File: src/design/bsar_pkg.sv
// Shared types and constants for the bridge converter serial reader and averager.
// Used by bsar_div and bridge_adc_serial_reader_averager; no dependencies.
package bsar_pkg;

    localparam int TIMER_W = 16;
    localparam int HALF_W  = 10;
    localparam int GAP_W   = 16;
    localparam int COUNT_W = 16;
    localparam int DIV_W   = COUNT_W + 1;   // sample count, 65536 after wrap
    localparam int OUT_W   = 24;
    localparam int CFG_W   = 16;
    localparam int CFG_IDX_W = 2;

    localparam logic [HALF_W-1:0]  HALF_RESET  = 10'd30;
    localparam logic [GAP_W-1:0]   GAP_RESET   = 16'd5000;
    localparam logic [COUNT_W-1:0] COUNT_RESET = 16'd1;
    localparam logic [DIV_W-1:0]   DIV_WRAPPED = 17'h10000;

    localparam logic [CFG_IDX_W-1:0] CFG_HALF_PERIOD  = 2'd0;
    localparam logic [CFG_IDX_W-1:0] CFG_GAP          = 2'd1;
    localparam logic [CFG_IDX_W-1:0] CFG_SAMPLE_COUNT = 2'd2;

    typedef enum logic [6:0] {
        PH_IDLE  = 7'b0000001,
        PH_WAIT  = 7'b0000010,
        PH_HIGH  = 7'b0000100,
        PH_LOW   = 7'b0001000,
        PH_XHIGH = 7'b0010000,
        PH_XLOW  = 7'b0100000,
        PH_GAP   = 7'b1000000
    } phase_t;

    typedef struct packed {
        logic busy;
        logic done;
    } div_stat_t;

endpackage

File: src/design/bridge_adc_serial_reader_averager.sv
// Top level: tick-driven serial reader for a 24-bit bridge converter with averaging.
// Depends on bsar_pkg and bsar_div.
//
//   channel  | handshake          | payload
//   ---------+--------------------+-------------------------------------------
//   s_ (in)  | s_valid / s_ready  | s_dout_level, s_start_req (one tick)
//   m_ (out) | m_valid / m_ready  | clock, sample valid/value, average
//            |                    | valid/value, busy (one per tick)
//   cfg      | cfg_wr_en          | cfg_index, cfg_wr_data
//
// A tick is taken on s_valid && s_ready; its result is registered the next cycle.
// A tick that completes an average starts the bit-serial divider; its result is
// shown once the divider is done. s_ready is low while the divider runs or while
// an unaccepted result blocks the output register. Reset is synchronous; no
// clearing pass is needed.
module bridge_adc_serial_reader_averager #(
    parameter int SAMPLE_BITS = 24
) (
    input  logic                             aclk,
    input  logic                             aresetn,
    input  logic                             s_valid,
    output logic                             s_ready,
    input  logic                             s_dout_level,
    input  logic                             s_start_req,
    output logic                             m_valid,
    input  logic                             m_ready,
    output logic                             m_clock_level,
    output logic                             m_sample_valid,
    output logic [bsar_pkg::OUT_W-1:0]       m_sample_value,
    output logic                             m_average_valid,
    output logic [bsar_pkg::OUT_W-1:0]       m_average_value,
    output logic                             m_busy_res,
    input  logic                             cfg_wr_en,
    input  logic [bsar_pkg::CFG_IDX_W-1:0]   cfg_index,
    input  logic [bsar_pkg::CFG_W-1:0]       cfg_wr_data
);

    localparam int SUM_W     = SAMPLE_BITS + bsar_pkg::COUNT_W;
    localparam int BIT_IDX_W = $clog2(SAMPLE_BITS + 1);
    localparam int TW        = bsar_pkg::TIMER_W;

    // configuration
    logic [bsar_pkg::HALF_W-1:0]  half_reg;
    logic [bsar_pkg::GAP_W-1:0]   gap_reg;
    logic [bsar_pkg::COUNT_W-1:0] count_reg;

    always_ff @(posedge aclk) begin
        if (!aresetn) begin
            half_reg  <= bsar_pkg::HALF_RESET;
            gap_reg   <= bsar_pkg::GAP_RESET;
            count_reg <= bsar_pkg::COUNT_RESET;
        end else if (cfg_wr_en) begin
            unique case (cfg_index)
                bsar_pkg::CFG_HALF_PERIOD:  half_reg  <= cfg_wr_data[bsar_pkg::HALF_W-1:0];
                bsar_pkg::CFG_GAP:          gap_reg   <= cfg_wr_data[bsar_pkg::GAP_W-1:0];
                bsar_pkg::CFG_SAMPLE_COUNT: count_reg <= cfg_wr_data[bsar_pkg::COUNT_W-1:0];
                default: ;
            endcase
        end
    end

    // sequencer state
    bsar_pkg::phase_t             phase_reg, phase_next;
    logic [TW-1:0]                timer_reg, timer_next;
    logic [BIT_IDX_W-1:0]         bit_idx_reg, bit_idx_next;
    logic [SAMPLE_BITS-1:0]       shift_reg, shift_next;
    logic [SUM_W-1:0]             sum_reg, sum_next;
    logic [bsar_pkg::COUNT_W-1:0] taken_reg, taken_next;
    logic                         clk_o, smp_done, avg_done;
    logic [TW-1:0]                half_ext;

    // output register
    logic                         m_valid_reg;
    logic                         clock_level_reg, sample_valid_reg, average_valid_reg;
    logic                         busy_res_reg;
    logic [bsar_pkg::OUT_W-1:0]   sample_value_reg, average_value_reg;

    bsar_pkg::div_stat_t          div_stat;
    logic [SUM_W-1:0]             quotient;
    logic [bsar_pkg::DIV_W-1:0]   divisor;
    logic                         accept, div_start;

    assign s_ready = !div_stat.busy && !div_stat.done && (!m_valid_reg || m_ready);
    assign accept  = s_valid && s_ready;

    always_comb begin
        phase_next   = phase_reg;
        timer_next   = timer_reg;
        bit_idx_next = bit_idx_reg;
        shift_next   = shift_reg;
        sum_next     = sum_reg;
        taken_next   = taken_reg;
        clk_o        = 1'b0;
        smp_done     = 1'b0;
        avg_done     = 1'b0;
        half_ext     = TW'(half_reg);
        unique case (phase_reg)
            bsar_pkg::PH_IDLE: begin
                if (s_start_req) begin
                    sum_next   = '0;
                    taken_next = '0;
                    phase_next = bsar_pkg::PH_WAIT;
                end
            end
            bsar_pkg::PH_WAIT: begin
                if (!s_dout_level) begin
                    bit_idx_next = '0;
                    shift_next   = '0;
                    phase_next   = bsar_pkg::PH_HIGH;
                    timer_next   = TW'(1);
                    clk_o        = 1'b1;
                end
            end
            bsar_pkg::PH_HIGH, bsar_pkg::PH_XHIGH: begin
                if (timer_reg >= half_ext) begin
                    phase_next = (phase_reg == bsar_pkg::PH_HIGH) ? bsar_pkg::PH_LOW
                                                                  : bsar_pkg::PH_XLOW;
                    timer_next = TW'(1);
                end else begin
                    timer_next = timer_reg + TW'(1);
                    clk_o      = 1'b1;
                end
            end
            bsar_pkg::PH_LOW: begin
                if (timer_reg >= half_ext) begin
                    shift_next   = {shift_reg[SAMPLE_BITS-2:0], s_dout_level};
                    bit_idx_next = bit_idx_reg + BIT_IDX_W'(1);
                    if (bit_idx_next >= BIT_IDX_W'(SAMPLE_BITS)) begin
                        // last data bit: convert to offset binary
                        shift_next[SAMPLE_BITS-1] = ~shift_next[SAMPLE_BITS-1];
                        phase_next = bsar_pkg::PH_XHIGH;
                    end else begin
                        phase_next = bsar_pkg::PH_HIGH;
                    end
                    timer_next = TW'(1);
                    clk_o      = 1'b1;
                end else begin
                    timer_next = timer_reg + TW'(1);
                end
            end
            bsar_pkg::PH_XLOW: begin
                if (timer_reg >= half_ext) begin
                    sum_next   = sum_reg + SUM_W'(shift_reg);
                    taken_next = taken_reg + bsar_pkg::COUNT_W'(1);
                    smp_done   = 1'b1;
                    // a wrapped count of zero also ends the measurement
                    if (taken_next == '0 || taken_next >= count_reg) begin
                        avg_done   = 1'b1;
                        phase_next = bsar_pkg::PH_IDLE;
                    end else if (gap_reg == '0) begin
                        phase_next = bsar_pkg::PH_WAIT;
                    end else begin
                        phase_next = bsar_pkg::PH_GAP;
                    end
                    timer_next = '0;
                end else begin
                    timer_next = timer_reg + TW'(1);
                end
            end
            bsar_pkg::PH_GAP: begin
                timer_next = timer_reg + TW'(1);
                if (timer_next >= TW'(gap_reg)) begin
                    phase_next = bsar_pkg::PH_WAIT;
                    timer_next = '0;
                end
            end
            default: phase_next = bsar_pkg::PH_IDLE;
        endcase
    end

    assign divisor   = (taken_next == '0) ? bsar_pkg::DIV_WRAPPED
                                          : {1'b0, taken_next};
    assign div_start = accept && avg_done;

    always_ff @(posedge aclk) begin
        if (!aresetn) begin
            phase_reg   <= bsar_pkg::PH_IDLE;
            timer_reg   <= '0;
            bit_idx_reg <= '0;
            shift_reg   <= '0;
            sum_reg     <= '0;
            taken_reg   <= '0;
        end else if (accept) begin
            phase_reg   <= phase_next;
            timer_reg   <= timer_next;
            bit_idx_reg <= bit_idx_next;
            shift_reg   <= shift_next;
            sum_reg     <= sum_next;
            taken_reg   <= taken_next;
        end
    end

    bsar_div #(
        .DIVIDEND_W (SUM_W)
    ) u_div (
        .aclk     (aclk),
        .aresetn  (aresetn),
        .start    (div_start),
        .dividend (sum_next),
        .divisor  (divisor),
        .stat     (div_stat),
        .quotient (quotient)
    );

    always_ff @(posedge aclk) begin
        if (!aresetn) begin
            m_valid_reg <= 1'b0;
        end else if (accept) begin
            // an averaging tick waits for the divider before it is shown
            m_valid_reg <= !avg_done;
        end else if (div_stat.done) begin
            m_valid_reg <= 1'b1;
        end else if (m_ready) begin
            m_valid_reg <= 1'b0;
        end
    end

    always_ff @(posedge aclk) begin
        if (accept) begin
            clock_level_reg   <= clk_o;
            sample_valid_reg  <= smp_done;
            sample_value_reg  <= smp_done ? bsar_pkg::OUT_W'(shift_reg) : '0;
            average_valid_reg <= avg_done;
            average_value_reg <= '0;
            busy_res_reg      <= (phase_next != bsar_pkg::PH_IDLE);
        end else if (div_stat.done) begin
            average_value_reg <= bsar_pkg::OUT_W'(quotient);
        end
    end

    assign m_valid         = m_valid_reg;
    assign m_clock_level   = clock_level_reg;
    assign m_sample_valid  = sample_valid_reg;
    assign m_sample_value  = sample_value_reg;
    assign m_average_valid = average_valid_reg;
    assign m_average_value = average_value_reg;
    assign m_busy_res      = busy_res_reg;

`ifndef NO_ASSERTIONS
    a_no_result_during_div: assert property (@(posedge aclk) disable iff (!aresetn)
        div_stat.busy |-> !m_valid_reg)
        else $error("result shown while divider runs");

    a_done_shows_result: assert property (@(posedge aclk) disable iff (!aresetn)
        div_stat.done |=> m_valid_reg)
        else $error("divider finished but no result shown");

    a_no_accept_during_div: assert property (@(posedge aclk) disable iff (!aresetn)
        (div_stat.busy || div_stat.done) |-> !s_ready)
        else $error("tick accepted while average pending");

    a_average_with_sample: assert property (@(posedge aclk) disable iff (!aresetn)
        (m_valid_reg && average_valid_reg) |-> (sample_valid_reg && !busy_res_reg))
        else $error("average without closing sample");
`endif

endmodule

File: src/design/bsar_div.sv
// Bit-serial restoring divider, one quotient bit per cycle.
// Depends on bsar_pkg (DIV_W, div_stat_t).
module bsar_div #(
    parameter int DIVIDEND_W = 40
) (
    input  logic                     aclk,
    input  logic                     aresetn,
    input  logic                     start,
    input  logic [DIVIDEND_W-1:0]    dividend,
    input  logic [bsar_pkg::DIV_W-1:0] divisor,
    output bsar_pkg::div_stat_t      stat,
    output logic [DIVIDEND_W-1:0]    quotient
);

    localparam int CNT_W = $clog2(DIVIDEND_W + 1);

    logic                        busy_reg, done_reg;
    logic [CNT_W-1:0]            cnt_reg;
    logic [DIVIDEND_W-1:0]       dvd_reg;
    logic [bsar_pkg::DIV_W-1:0]  dsr_reg, rem_reg;
    logic [bsar_pkg::DIV_W:0]    trial;
    logic [bsar_pkg::DIV_W-1:0]  diff;
    logic                        qbit;
    logic [bsar_pkg::DIV_W-1:0]  rem_next;

    // the difference is only kept when it fits, so its low bits are enough
    always_comb begin
        trial    = {rem_reg, dvd_reg[DIVIDEND_W-1]};
        diff     = trial[bsar_pkg::DIV_W-1:0] - dsr_reg;
        qbit     = (trial >= {1'b0, dsr_reg});
        rem_next = qbit ? diff : trial[bsar_pkg::DIV_W-1:0];
    end

    always_ff @(posedge aclk) begin
        if (!aresetn) begin
            busy_reg <= 1'b0;
            done_reg <= 1'b0;
            cnt_reg  <= '0;
        end else begin
            done_reg <= 1'b0;
            if (start) begin
                busy_reg <= 1'b1;
                cnt_reg  <= CNT_W'(DIVIDEND_W);
            end else if (busy_reg) begin
                cnt_reg <= cnt_reg - CNT_W'(1);
                if (cnt_reg == CNT_W'(1)) begin
                    busy_reg <= 1'b0;
                    done_reg <= 1'b1;
                end
            end
        end
    end

    // dividend shifts out the top while quotient bits enter at the bottom
    always_ff @(posedge aclk) begin
        if (start) begin
            dvd_reg <= dividend;
            dsr_reg <= divisor;
            rem_reg <= '0;
        end else if (busy_reg) begin
            dvd_reg <= {dvd_reg[DIVIDEND_W-2:0], qbit};
            rem_reg <= rem_next;
        end
    end

    assign stat.busy = busy_reg;
    assign stat.done = done_reg;
    assign quotient  = dvd_reg;

endmodule
File: config.mk
export PLATFORM = sky130hd
export DESIGN_NAME = bridge_adc_serial_reader_averager
export DESIGN_NICKNAME = d
export VERILOG_FILES = /design/src/design/bsar_pkg.sv /design/src/design/bridge_adc_serial_reader_averager.sv /design/src/design/bsar_div.sv
export SDC_FILE = /design/constraint.sdc
export NUM_CORES = 1
export LEC_CHECK = 0
export BUFFER_PORTS_ARGS = -buffer_cell sky130_fd_sc_hd__buf_2
export CAP_MARGIN = 20
export CORE_MARGIN = 3
export CORE_UTILIZATION = 44
export CTS_CLUSTER_DIAMETER = 100
export DETAILED_ROUTE_END_ITERATION = 12
export GPL_TIMING_DRIVEN = 0
export SLEW_MARGIN = 20
export SYNTH_ARGS = -nofsm -noshare
export SYNTH_HDL_FRONTEND = slang
export SYNTH_HIERARCHICAL = 1
export SYNTH_SLANG_ARGS = --single-unit
File: constraint.sdc
create_clock -name aclk -period 6.75 [get_ports aclk]
set_input_delay 0.3375 -clock aclk [delete_from_list [all_inputs] [get_ports aclk]]
set_output_delay 0.3375 -clock aclk [all_outputs]
set_load 0.03 [all_outputs]
==> out/qor.txt, run 1 <==
outcome - finished, final reports clean
power share of the combinational group - 0.126
count of unique library cells instantiated by Yosys - 84
max incr delay on CP - 700 ps
CTS H-tree lvls - 2
CTS Hold Bufs - 0
most common cell after layout, fill and taps aside - nand2_1
largest net degree at the start of global routing - 41
Max Fanout on Critical Path - 40
TritonCTS clock tree - built
first-pass GRT wire length - 74.4 mm
hold path startpoint - cfg_wr_data[0]
drt pass-1 iters - 5
post-CTS setup buffer count - 0
Cell Count, Final, Fillers Out - 2,424
core area - 35,700 µm²
Worst Tran Pin Value - 1080 ps
share of post-route cells with drive strength above 1 - 0.118
fmax - 161 MHz
final hold violation count - 0
iteration-0 DRC count of the detailed router - 1,076
# rows - 69
worst-path cell chain - ha_1, nand3_1, nor2_1, and4_1, xor2_1, ha_1, a21oi_1, nor2b_1, a2111oi_0, o21a_1, a211oi_1, nor4_2, nand2b_1, nor2_2, clkbuf_1, clkbuf_1, or2_4
most frequent cells in the layout - 201 x nand2_1, 200 x dfxtp_1, 158 x a21oi_1
critical path arrival - 6370 ps
# resized after CTS - 0
initial antenna violation count - 1
Max VDD drop - 0.140 mV
final worst path period need - 6200 ps
DRC violations left - 0
PwrDens - 232 nW/µm²
clock power share - 0.436
CP top delay family - simple AND/OR/NAND/NOR gates
gpl congestion - 0.908
CTS Sinks - 285
Crit. Startpoint - taken_reg[0]
Final Max Tran Viols - 0
final instance area - 18,200 µm²
Post-synth EDFFs - 85
reg2reg start - taken_reg[0]
pre-CTS WS - 60.2 ps
final setup TNS - 0 ps
Post-Synthesis Net Count - 1,939
DIE HEIGHT - 197 µm
ys flop type - dfxtp_1
CP Class - reg2reg
I/O Buffers - 78
die area - 38,800 µm²
via count - 14,100
Mapped Area - 16,100 µm²
Slowest cell on crit path - nor2_2
I/O pin count - 79
Switching Fraction - 0.268
dpl cells - 2,363
CTS Buf Count - 34
Mapped Cells - 1,823
Synth async-reset ratio - 0
Yosys reg bits - 285
Psw - 0.00113 W
hold slack - 71.1 ps
Synthesis Warnings - 6
crit path capture type - register
clk slew on worst S/H paths - 60 ps
Total GRT Usage - 0.238
Pleak - 7.19 nW
routed wire length - 46.9 mm
clock tree buffer depth - 3
Detail Placement HPWL - 34.4 mm
Max Cap Viol - 0
Final period util - 0.919
worst path buffer plus inverter count - 2
Worst slew margin - 0.274
area growth from synthesis to layout - 13.3%
P_int - 0.00309 W
sequential share of power - 0.437
# nets final - 2,054
Critical Path RT - 6920 ps
Avg Inst Size Synth - 8.81 µm²
Die X-Extent - 197 µm
Hold WC Path Type - in2reg
ANT nets after route - 0
later-pin clock latency in the skew report - 540 ps
average vias per placed instance - 5.80
n_diodes - 0
Initial Util - 0.449
post-route setup slack - 548 ps
Startpoint Class - register
clk_skew - 27.0 ps
# setup viols final - 0
share of the yosys chip area belonging to registers - 0.408
clock root buffer - clkbuf_16
via count of the first global-routing pass - 13,500
post-DR wirelength/cell - 19.3 µm
gr ovfl total - 0
RSZ-0062 raised after global routing - no
Placed Area - 17,100 µm²
## power by group through the flow
stage	sequential [W]	combinational, W	clock, W
global placement	0.00188	0.000514	0
CTS	0.00185	0.000527	0.00189
detailed placement	0.00188	0.000524	0
global route	0.00185	0.000593	0.00196
floorplan	0.00189	0.000360	0
finish	0.00185	0.000534	0.00184
## final cells by class
cell class                 instances  area, µm²
fill                            3404      17500
clock inverter                    12        136
sequential                       285       6560
inverter                         100        375
multi-input combinational       1332       8700
buffer                           106        440
clock buffer                      49       1010
tap                              461        577
timing repair buffer              79        410
## cell usage after synthesis (42+ instances only)
cell,number,area share
nand2_1,201,0.047
dfxtp_1,200,0.25
a21oi_1,158,0.049
nor2_1,149,0.035
inv_1,98,0.023
ha_1,89,0.069
edfxtp_1,85,0.16
o21ai_0,77,0.024
clkbuf_1,72,0.017
nand3_1,58,0.018
and3_1,43,0.017
xnor2_1,42,0.023
## path summary, 6_finish.rpt
check,endpoint,cells after the start,slack (ps)
max reg2reg,u_div/quotient[23],17,550
max,u_div/quotient[23],17,550
min reg2reg,half_reg[5],2,450
min,count_reg[0],3,70
## layer usage
metal	global-route usage	vias up	routed length [µm]
met3	0.0317	85	2520
met1	0.342	6716	22300
li1	-	6828	-
met5	0	-	0
met4	0.0739	0	1200
met2	0.375	423	20800
## kinds of logic after synthesis
family | count (synthesis) | share of synthesized area
AND/OR/NAND/NOR | 619 | 0.185
buffers and inverters | 206 | 0.0507
flip-flops | 285 | 0.408
AO/OA/AOI/OAI | 479 | 0.197
multiplexers | 73 | 0.0491
adder cells (fa/ha/maj) | 91 | 0.0718
XOR/XNOR | 70 | 0.0382
## worst reg2reg max path, stage by stage (launching register included)
cell and delay, ps:
dfxtp_1 440, ha_1 340, nand3_1 180, nor2_1 300
and4_1 250, xor2_1 380, ha_1 240, a21oi_1 60
nor2b_1 110, a2111oi_0 70, o21a_1 120, a211oi_1 340
nor4_2 170, nand2b_1 270, nor2_2 700, clkbuf_1 660
clkbuf_1 500, or2_4 670
## through the flow
step | power [W] | util
2_1_floorplan | 0.00225 | -
3_3_place_gp | 0.00239 | 0.476
3_5_place_dp | 0.00241 | 0.477
4_1_cts | 0.00426 | 0.509
5_1_grt | 0.00440 | 0.509
6_report | 0.00422 | 0.509
No activity file was read; power rests on OpenSTA's default activity.
==> run 2: changes to the inputs <==
--- a/config.mk
+++ b/config.mk
@@ -12,6 +12,7 @@
 export CTS_CLUSTER_DIAMETER = 100
 export DETAILED_ROUTE_END_ITERATION = 12
 export GPL_TIMING_DRIVEN = 0
+export REMOVE_ABC_BUFFERS = 1
 export SLEW_MARGIN = 20
 export SYNTH_ARGS = -nofsm -noshare
 export SYNTH_HDL_FRONTEND = slang
==> run 2 against run 1 <==
  * Critical path depth decreased by 1
  * Setup slack improved by 770 ps
  * Non-clock buffer count decreased by 93
  * Wire length decreased by 13%
  * Clock power increased by 3%
  * Critical endpoint is now u_div/quotient[37]
  * Largest cell class unchanged
  * Largest power group is now the clock network
==> out/qor.txt, run 2 (same netlist as run 1, synthesis figures left out) <==
# rows - 69 (unchanged)
most common cell after layout, fill and taps aside - nand2_1 (unchanged)
Seq. cell area - 6560 µm² (about the same)
Hold Path Sink - count_reg[0] (unchanged)
core area - 35,700 µm² (unchanged)
later-pin clock latency in the skew report - 520 ps (was 540 ps)
Worst Tran Pin Value - 1080 ps (about the same)
DIE HEIGHT - 197 µm (unchanged)
post-CTS setup buffer count - 0 (unchanged)
most frequent cells in the layout - 199 x nand2_1, 198 x dfxtp_1, 158 x a21oi_1 (was 201 x nand2_1, 200 x dfxtp_1, 158 x a21oi_1)
I/O Buffers - 78 (unchanged)
clock power share - 0.447 (was 0.436)
Final period util - 0.804 (was 0.919)
Max Fanout on Critical Path - 40 (unchanged)
crit path capture type - register (unchanged)
hold path startpoint - cfg_wr_data[0] (unchanged)
sequential share of power - 0.436 (was 0.437)
r2r endpoint - u_div/quotient[37] (was u_div/quotient[23])
dpl cells - 2,270 (was 2,363)
final hold violation count - 0 (unchanged)
Startpoint Class - register (unchanged)
via count of the first global-routing pass - 12,700 (was 13,500)
gpl congestion - 0.936 (was 0.908)
Pleak - 7.15 nW (was 7.19 nW)
Max Cap Viol - 0 (unchanged)
post-DR wirelength/cell - 17.4 µm (was 19.3 µm)
Detail Placement HPWL - 28.2 mm (was 34.4 mm)
final setup TNS - 0 ps (unchanged)
die area - 38,800 µm² (unchanged)
DRC violations left - 0 (unchanged)
reg2reg start - taken_reg[0] (unchanged)
Hold WC Path Type - in2reg (unchanged)
I/O pin count - 79 (unchanged)
drt pass-1 iters - 5 (unchanged)
routed wire length - 40.6 mm (was 46.9 mm)
pre-CTS WS - 821 ps (was 60.2 ps)
post-route setup slack - 1320 ps (was 548 ps)
n_diodes - 0 (unchanged)
Total GRT Usage - 0.207 (was 0.238)
Initial Util - 0.449 (unchanged)
FILL cells - 3,408 (was 3,404)
Placed Area - 16,900 µm² (was 17,100 µm²)
Cell Count, Final, Fillers Out - 2,331 (was 2,424)
# nets final - 1,961 (was 2,054)
area of the multi-input gates - 8750 µm² (was 8700 µm²)
clk_skew - 18.4 ps (was 27.0 ps)
PwrDens - 235 nW/µm² (was 232 nW/µm²)
gr ovfl total - 0 (unchanged)
P_int - 0.00314 W (was 0.00309 W)
CP Class - reg2reg (unchanged)
clk slew on worst S/H paths - 60 ps (about the same)
CTS Buf Count - 34 (unchanged)
Die X-Extent - 197 µm (unchanged)
clock root buffer - clkbuf_16 (unchanged)
Critical Path RT - 6940 ps (was 6920 ps)
Worst slew margin - 0.280 (was 0.274)
via count - 13,400 (was 14,100)
# resized after CTS - 0 (unchanged)
average vias per placed instance - 5.73 (was 5.80)
Psw - 0.00111 W (was 0.00113 W)
initial antenna violation count - 0 (was 1)
share of post-route cells with drive strength above 1 - 0.127 (was 0.118)
RSZ-0062 raised after global routing - no (unchanged)
largest net degree at the start of global routing - 60 (was 41)
fmax - 184 MHz (was 161 MHz)
Worst R2R Setup Slack - 1320 ps (was 550 ps)
CTS H-tree lvls - 2 (unchanged)
Max VDD drop - 0.176 mV (was 0.140 mV)
CTS Hold Bufs - 0 (unchanged)
ANT nets after route - 0 (unchanged)
cell depth of the worst hold path - 3 (unchanged)
# setup viols final - 0 (unchanged)
R2R depth - 16 (was 17)
outcome - finished, final reports clean (unchanged)
final worst path period need - 5430 ps (was 6200 ps)
clock tree buffer depth - 3 (unchanged)
Final Max Tran Viols - 0 (unchanged)
CTS Sinks - 285 (unchanged)
area growth from synthesis to layout - 12.8% (was 13.3%)
final instance area - 18,100 µm² (was 18,200 µm²)
first-pass GRT wire length - 66.4 mm (was 74.4 mm)
Switching Fraction - 0.261 (was 0.268)
iteration-0 DRC count of the detailed router - 859 (was 1,076)
power share of the combinational group - 0.117 (was 0.126)
TritonCTS clock tree - built (unchanged)
critical path arrival - 5620 ps (was 6370 ps)
run 2: cell types whose count changed in the layout (fill, tap and decap cells not counted), sizes merged:
cell / delta
buf: -21
bufinv: +1
clkbuf: -79
clkinv: +4
inv: +2
run 2: worst max path at each step:
stage	startpoint	end	slack, ps	depth (start not counted)
6_report	taken_reg[0]	u_div/quotient[37]	1320	16
3_3_place_gp	phase_reg[3]	u_div/quotient[26]	-4630	8
5_1_grt	taken_reg[0]	u_div/quotient[23]	970	16
2_1_floorplan	phase_reg[3]	u_div/quotient[0]	-390	8
3_5_place_dp	phase_reg[3]	u_div/quotient[25]	820	8
4_1_cts	phase_reg[3]	u_div/quotient[37]	800	8
run 2: power by group through the flow:
stage	Sequential [W]	Combinational, W	Clock (W)
6_report	0.00185	0.000497	0.00190
5_1_grt	0.00186	0.000555	0.00201
4_1_cts	0.00185	0.000499	0.00195
3_5_place_dp	0.00189	0.000495	0
3_3_place_gp	0.00189	0.000472	0
2_1_floorplan	0.00190	0.000339	0
run 2: per-stage QoR:
stage / hold slack (ps) / power (W) / utilization
finish: 72.4 / 0.00425 / 0.507
detailed placement: 450 / 0.00238 / 0.474
global placement: 445 / 0.00236 / 0.464
global route: 85.7 / 0.00442 / 0.507
CTS: 57.4 / 0.00430 / 0.506
floorplan: 409 / 0.00224 / -
run 2: metal layers:
| layer | GRT usage | routed length [µm] | vias up |
|---|---|---|---|
| met5 | 0 | 0 | - |
| met2 | 0.342 | 18700 | 337 |
| met4 | 0.0620 | 1020 | 0 |
| li1 | - | - | 6629 |
| met3 | 0.0268 | 1740 | 67 |
| met1 | 0.285 | 19200 | 6325 |
run 2: critical path, cell delays in order (launching register included):
cell and delay [ps]:
dfxtp_1 660, ha_1 360, nand3_1 150, nor2_1 280
and4_1 240, xor2_1 350, ha_1 320, a21oi_1 160
nor2b_1 60, a2111oi_0 380, o21a_1 180, a211oi_1 80
nor4_1 500, nand2b_1 420, nor2_4 230, buf_16 220
or2_4 430
run 2: final cells by class:
type                            count  share of cell area
Clock buffer                       42              0.0555
Clock inverter                     19             0.00933
Inverter                          100              0.0211
Multi-Input combinational cell   1332               0.483
Sequential cell                   285               0.362
Tap cell                          461              0.0318
Timing Repair Buffer               92              0.0371
